$ cat config.mk
export PLATFORM = sky130hd
export DESIGN_NAME = vfv_addr_unit
export DESIGN_NICKNAME = d
export VERILOG_FILES = /design/src/hdl/vfv_pkg.sv /design/src/hdl/vfv_addr_unit.sv
export SDC_FILE = /design/constraint.sdc
export NUM_CORES = 1
export LEC_CHECK = 0
export BUFFER_PORTS_ARGS = -buffer_cell sky130_fd_sc_hd__buf_2
export CORE_AREA = 3 3 45 47
export DETAILED_ROUTE_END_ITERATION = 8
export DIE_AREA = 0 0 48 50
export PLACE_DENSITY = 0.86
export SETUP_SLACK_MARGIN = 0.4
export SYNTH_ARGS = -nofsm -noshare
export SYNTH_HDL_FRONTEND = slang
export SYNTH_SLANG_ARGS = --single-unit
$ cat constraint.sdc
create_clock -name vclk -period 4.6
set_clock_uncertainty 0.05 [all_clocks]
set_input_delay 0.69 -clock vclk [all_inputs]
set_output_delay 0.69 -clock vclk [all_outputs]
set_load 0.03 [all_outputs]
$ cat src/hdl/vfv_pkg.sv
`timescale 1ns / 1ps
// ----------------------------------------------------------------------------
// vfv_pkg
// Shared types and codes for the voxel face visibility block: request and
// result beats, command codes and the step codes of the query sequencer.
// ----------------------------------------------------------------------------
package vfv_pkg;

  localparam int COORD_BITS = 4;
  localparam int NEW_TYPE_BITS = 8;
  localparam int MASK_BITS = 6;
  localparam int STEP_BITS = 3;

  // command codes
  localparam logic CMD_SET   = 1'b0;
  localparam logic CMD_QUERY = 1'b1;

  // sequencer steps: one memory read per step, the last step only drains
  localparam logic [STEP_BITS-1:0] DIR_CENTER = 3'd0;
  localparam logic [STEP_BITS-1:0] DIR_XP     = 3'd1;
  localparam logic [STEP_BITS-1:0] DIR_XN     = 3'd2;
  localparam logic [STEP_BITS-1:0] DIR_YP     = 3'd3;
  localparam logic [STEP_BITS-1:0] DIR_YN     = 3'd4;
  localparam logic [STEP_BITS-1:0] DIR_ZP     = 3'd5;
  localparam logic [STEP_BITS-1:0] DIR_ZN     = 3'd6;
  localparam logic [STEP_BITS-1:0] STEP_LAST  = 3'd7;

  typedef struct packed {
    logic                     command;
    logic [COORD_BITS-1:0]    cell_x;
    logic [COORD_BITS-1:0]    cell_y;
    logic [COORD_BITS-1:0]    cell_z;
    logic [NEW_TYPE_BITS-1:0] new_type;
  } vfv_req_t;

  typedef struct packed {
    logic                 solid;
    logic [MASK_BITS-1:0] face_mask;
  } vfv_res_t;

endpackage

$ cat src/hdl/vfv_addr_unit.sv
`timescale 1ns / 1ps
// ----------------------------------------------------------------------------
// vfv_addr_unit
// Shared address unit: offsets a base cell by one step direction, checks the
// result against the grid bounds and forms the linear cell address.
// ----------------------------------------------------------------------------
module vfv_addr_unit import vfv_pkg::*; #(
  parameter int GRID_SIZE = 16,
  parameter int AW        = 12
) (
  input  logic [COORD_BITS-1:0] x_i,
  input  logic [COORD_BITS-1:0] y_i,
  input  logic [COORD_BITS-1:0] z_i,
  input  logic [STEP_BITS-1:0]  dir_i,
  output logic                  in_grid_o,
  output logic [AW-1:0]         addr_o
);

  logic [COORD_BITS:0] nx, ny, nz;
  logic                under;
  logic [31:0]         idx;

  always_comb begin
    nx    = {1'b0, x_i};
    ny    = {1'b0, y_i};
    nz    = {1'b0, z_i};
    under = 1'b0;
    unique case (dir_i)
      DIR_XP: nx = {1'b0, x_i} + 1'b1;
      DIR_XN: begin
        under = (x_i == '0);
        nx    = {1'b0, x_i} - 1'b1;
      end
      DIR_YP: ny = {1'b0, y_i} + 1'b1;
      DIR_YN: begin
        under = (y_i == '0);
        ny    = {1'b0, y_i} - 1'b1;
      end
      DIR_ZP: nz = {1'b0, z_i} + 1'b1;
      DIR_ZN: begin
        under = (z_i == '0);
        nz    = {1'b0, z_i} - 1'b1;
      end
      default: ;
    endcase
    in_grid_o = !under && (int'(nx) < GRID_SIZE) && (int'(ny) < GRID_SIZE)
                && (int'(nz) < GRID_SIZE);
    idx    = (32'(nx) * 32'(GRID_SIZE) + 32'(ny)) * 32'(GRID_SIZE) + 32'(nz);
    addr_o = idx[AW-1:0];
  end

endmodule

==> results_dict.tcl <==
set metrics [dict create \
    diodes 0 \
    overflow 0 \
    fin_crit_sh_pct 92.7 \
    maxCapViolations 0 \
    synthTopCellsByArea "ha_1 19%, xor2_1 9.2%, xnor2_1 7.1%" \
    p_leak_nw 0.584 \
    syn_area_um2 860 \
    place_hpwl_mm 1.83 \
    synth_cells 106 \
    yosysTopAreaCellShare_pct 18.9 \
    die_w_um 48 \
    start_util_pct 50.9 \
    rsz0062_at_grt "true" \
    regArea_um2 0 \
    end_kind "output port" \
    fin_setup_tns_ps 0 \
    tightest_slew_ps 413 \
    routed_wl_mm 3.06 \
    viasPerCell 6.54 \
    drive_above_1_share_pct 49.0 \
    hold_buffers 0 \
    critPathLaunchType "input port" \
    max_freq_mhz 235 \
    drv_slew 0 \
    route.vias.total 1046 \
    period_needed_ps 4260 \
    crit_arrival_ps 3520 \
    yosys.area.top_type "ha_1" \
    status "complete, no violations" \
    grt_max_degree 12 \
    grt_pass1_wl_mm 3.91 \
    nClkBuffers 0 \
    peakVddDrop_uv 86.0 \
    final_common_cell "buf_2" \
    design.seq.count 0 \
    coreArea_um2 1690 \
    drtAntennaViolNets 0 \
    postSynthAreaPerCell_um2 8.11 \
    hold_path_class "in2out" \
    avgRoutedWirePerCell_um 19.1 \
    path_class "in2out" \
    yosysSeqAreaShare_pct 0 \
    rows 15 \
    antenna_found_initial 0 \
    powerDensity_nw_per_um2 148 \
    grt_usage_pct 21.3 \
    drc_errors 0 \
    die_h_um 50 \
    first_pass_iters 4 \
    yosysWarnings 0 \
    ios 28 \
    hold_violations 0 \
    die_area_um2 2400 \
    routabilityCongestion 0.850 \
    slew_headroom_pct 72.3 \
    setup-violations-final 0 \
    final_cell_mix "22 x buf_2, 15 x buf_4, 8 x xor2_1" \
    syn-num-nets 137 \
    port_buffers 28 \
    num-nets-final 176 \
    required_ps 3860 \
    syn_to_final_growth_pct 46.7 \
    fin_util_pct 74.7 \
    cp_max_fo 11 \
    grt_pass1_vias 990 \
    drtIter0Drc 27 \
    yosysUniqueCellTypes 34 \
]
[cells in the mapped netlist]
| master | instances |
|---|---|
| nor2b_1 | 3 |
| a21oi_1 | 5 |
| nor2_1 | 4 |
| nand2_4 | 1 |
| or4b_1 | 2 |
| mux2i_1 | 2 |
| mux2_2 | 2 |
| or4_1 | 1 |
| o22ai_1 | 2 |
| and3_1 | 1 |
| o2bb2ai_2 | 1 |
| xor3_1 | 1 |
| mux2_4 | 1 |
| nand3b_1 | 3 |
| nand2_1 | 7 |
| a211oi_1 | 1 |
| o41ai_1 | 1 |
| and2_1 | 1 |
| nand4_1 | 3 |
| ha_1 | 13 |
| o21ai_4 | 1 |
| nor4b_1 | 1 |
| buf_2 | 2 |
| o21ba_2 | 1 |
| o21ai_0 | 7 |
| o21a_1 | 1 |
| nand3_1 | 6 |
| xor2_1 | 9 |
| fa_1 | 3 |
| a21o_1 | 4 |
| inv_1 | 6 |
| nor4_1 | 2 |
| xnor2_1 | 7 |
| or3b_4 | 1 |
[path summary, 6_finish.rpt]
check	startpoint	to	slack, ps	cells after the start
max	dir_i[1]	addr_o[10]	340	17
min	z_i[0]	addr_o[0]	1700	3
[final cells by class]
cell class / count / area, um^2
fillers: 127 / 428
inverters: 6 / 30.0
multi-input cells: 98 / 968
repair buffers: 39 / 241
well taps: 17 / 21.3
[worst max-delay path, cell delays in order]
cell,delay (ps)
clkbuf_4,180
or3b_4,410
inv_4,100
ha_4,210
a21o_1,180
a21oi_2,160
nand2_1,90
o21ai_2,90
ha_2,240
ha_4,170
nor2b_1,50
o22ai_1,150
nand3b_1,160
buf_4,170
buf_4,120
xnor2_1,170
buf_4,190
[metal layers]
metal  routed length [um]  vias up  part of all wire, %  track usage (%)
met5                    0        -                    0                0
met4                  155        0                  5.1             6.73
met3                  155       22                  5.1            0.730
met2                 1630       73                   53             42.3
met1                 1120      484                   37             21.5
li1                     -      467                    -                -
[repair_timing]
item	CTS	global route
setup endpoints to repair	4	5
endpoints found under the hold margin	0	0
setup buffers	5	5
cloned	0	0
gates resized for setup	17	21
pin swaps	5	14
[metrics by stage]
step / setup WS [ps] / instance area [um^2] / instances / total power [W] / hold slack, ps
after floorplan: 368 / 867 / 106 / 0.000110 / 1530
after global routing: 245 / 1260 / 160 / 0.000198 / 1730
after global placement: 180 / 1030 / 150 / 0.000143 / 1680
after detailed placement: 69.8 / 1030 / 150 / 0.000150 / 1680
final: 336 / 1260 / 160 / 0.000187 / 1700
after CTS: 414 / 1120 / 155 / 0.000162 / 1690
[logic make-up after synthesis]
| logic type | count (synthesis) | synth area share, % |
|---|---|---|
| adder cells (fa/ha/maj) | 16 | 25.9 |
| AO/OA/AOI/OAI | 24 | 19.5 |
| buffers and inverters | 8 | 3.78 |
| AND/OR/NAND/NOR | 36 | 25.0 |
| multiplexers | 5 | 6.70 |
| XOR/XNOR | 17 | 19.1 |
[power breakdown]
| part | leakage, nW | internal (W) | switching, W |
|---|---|---|---|
| sequential | 0 | 0 | 0 |
| clock | 0 | 0 | 0 |
| combinational | 0.584 | 0.0000763 | 0.000111 |
(Power assumes the default switching activity.)
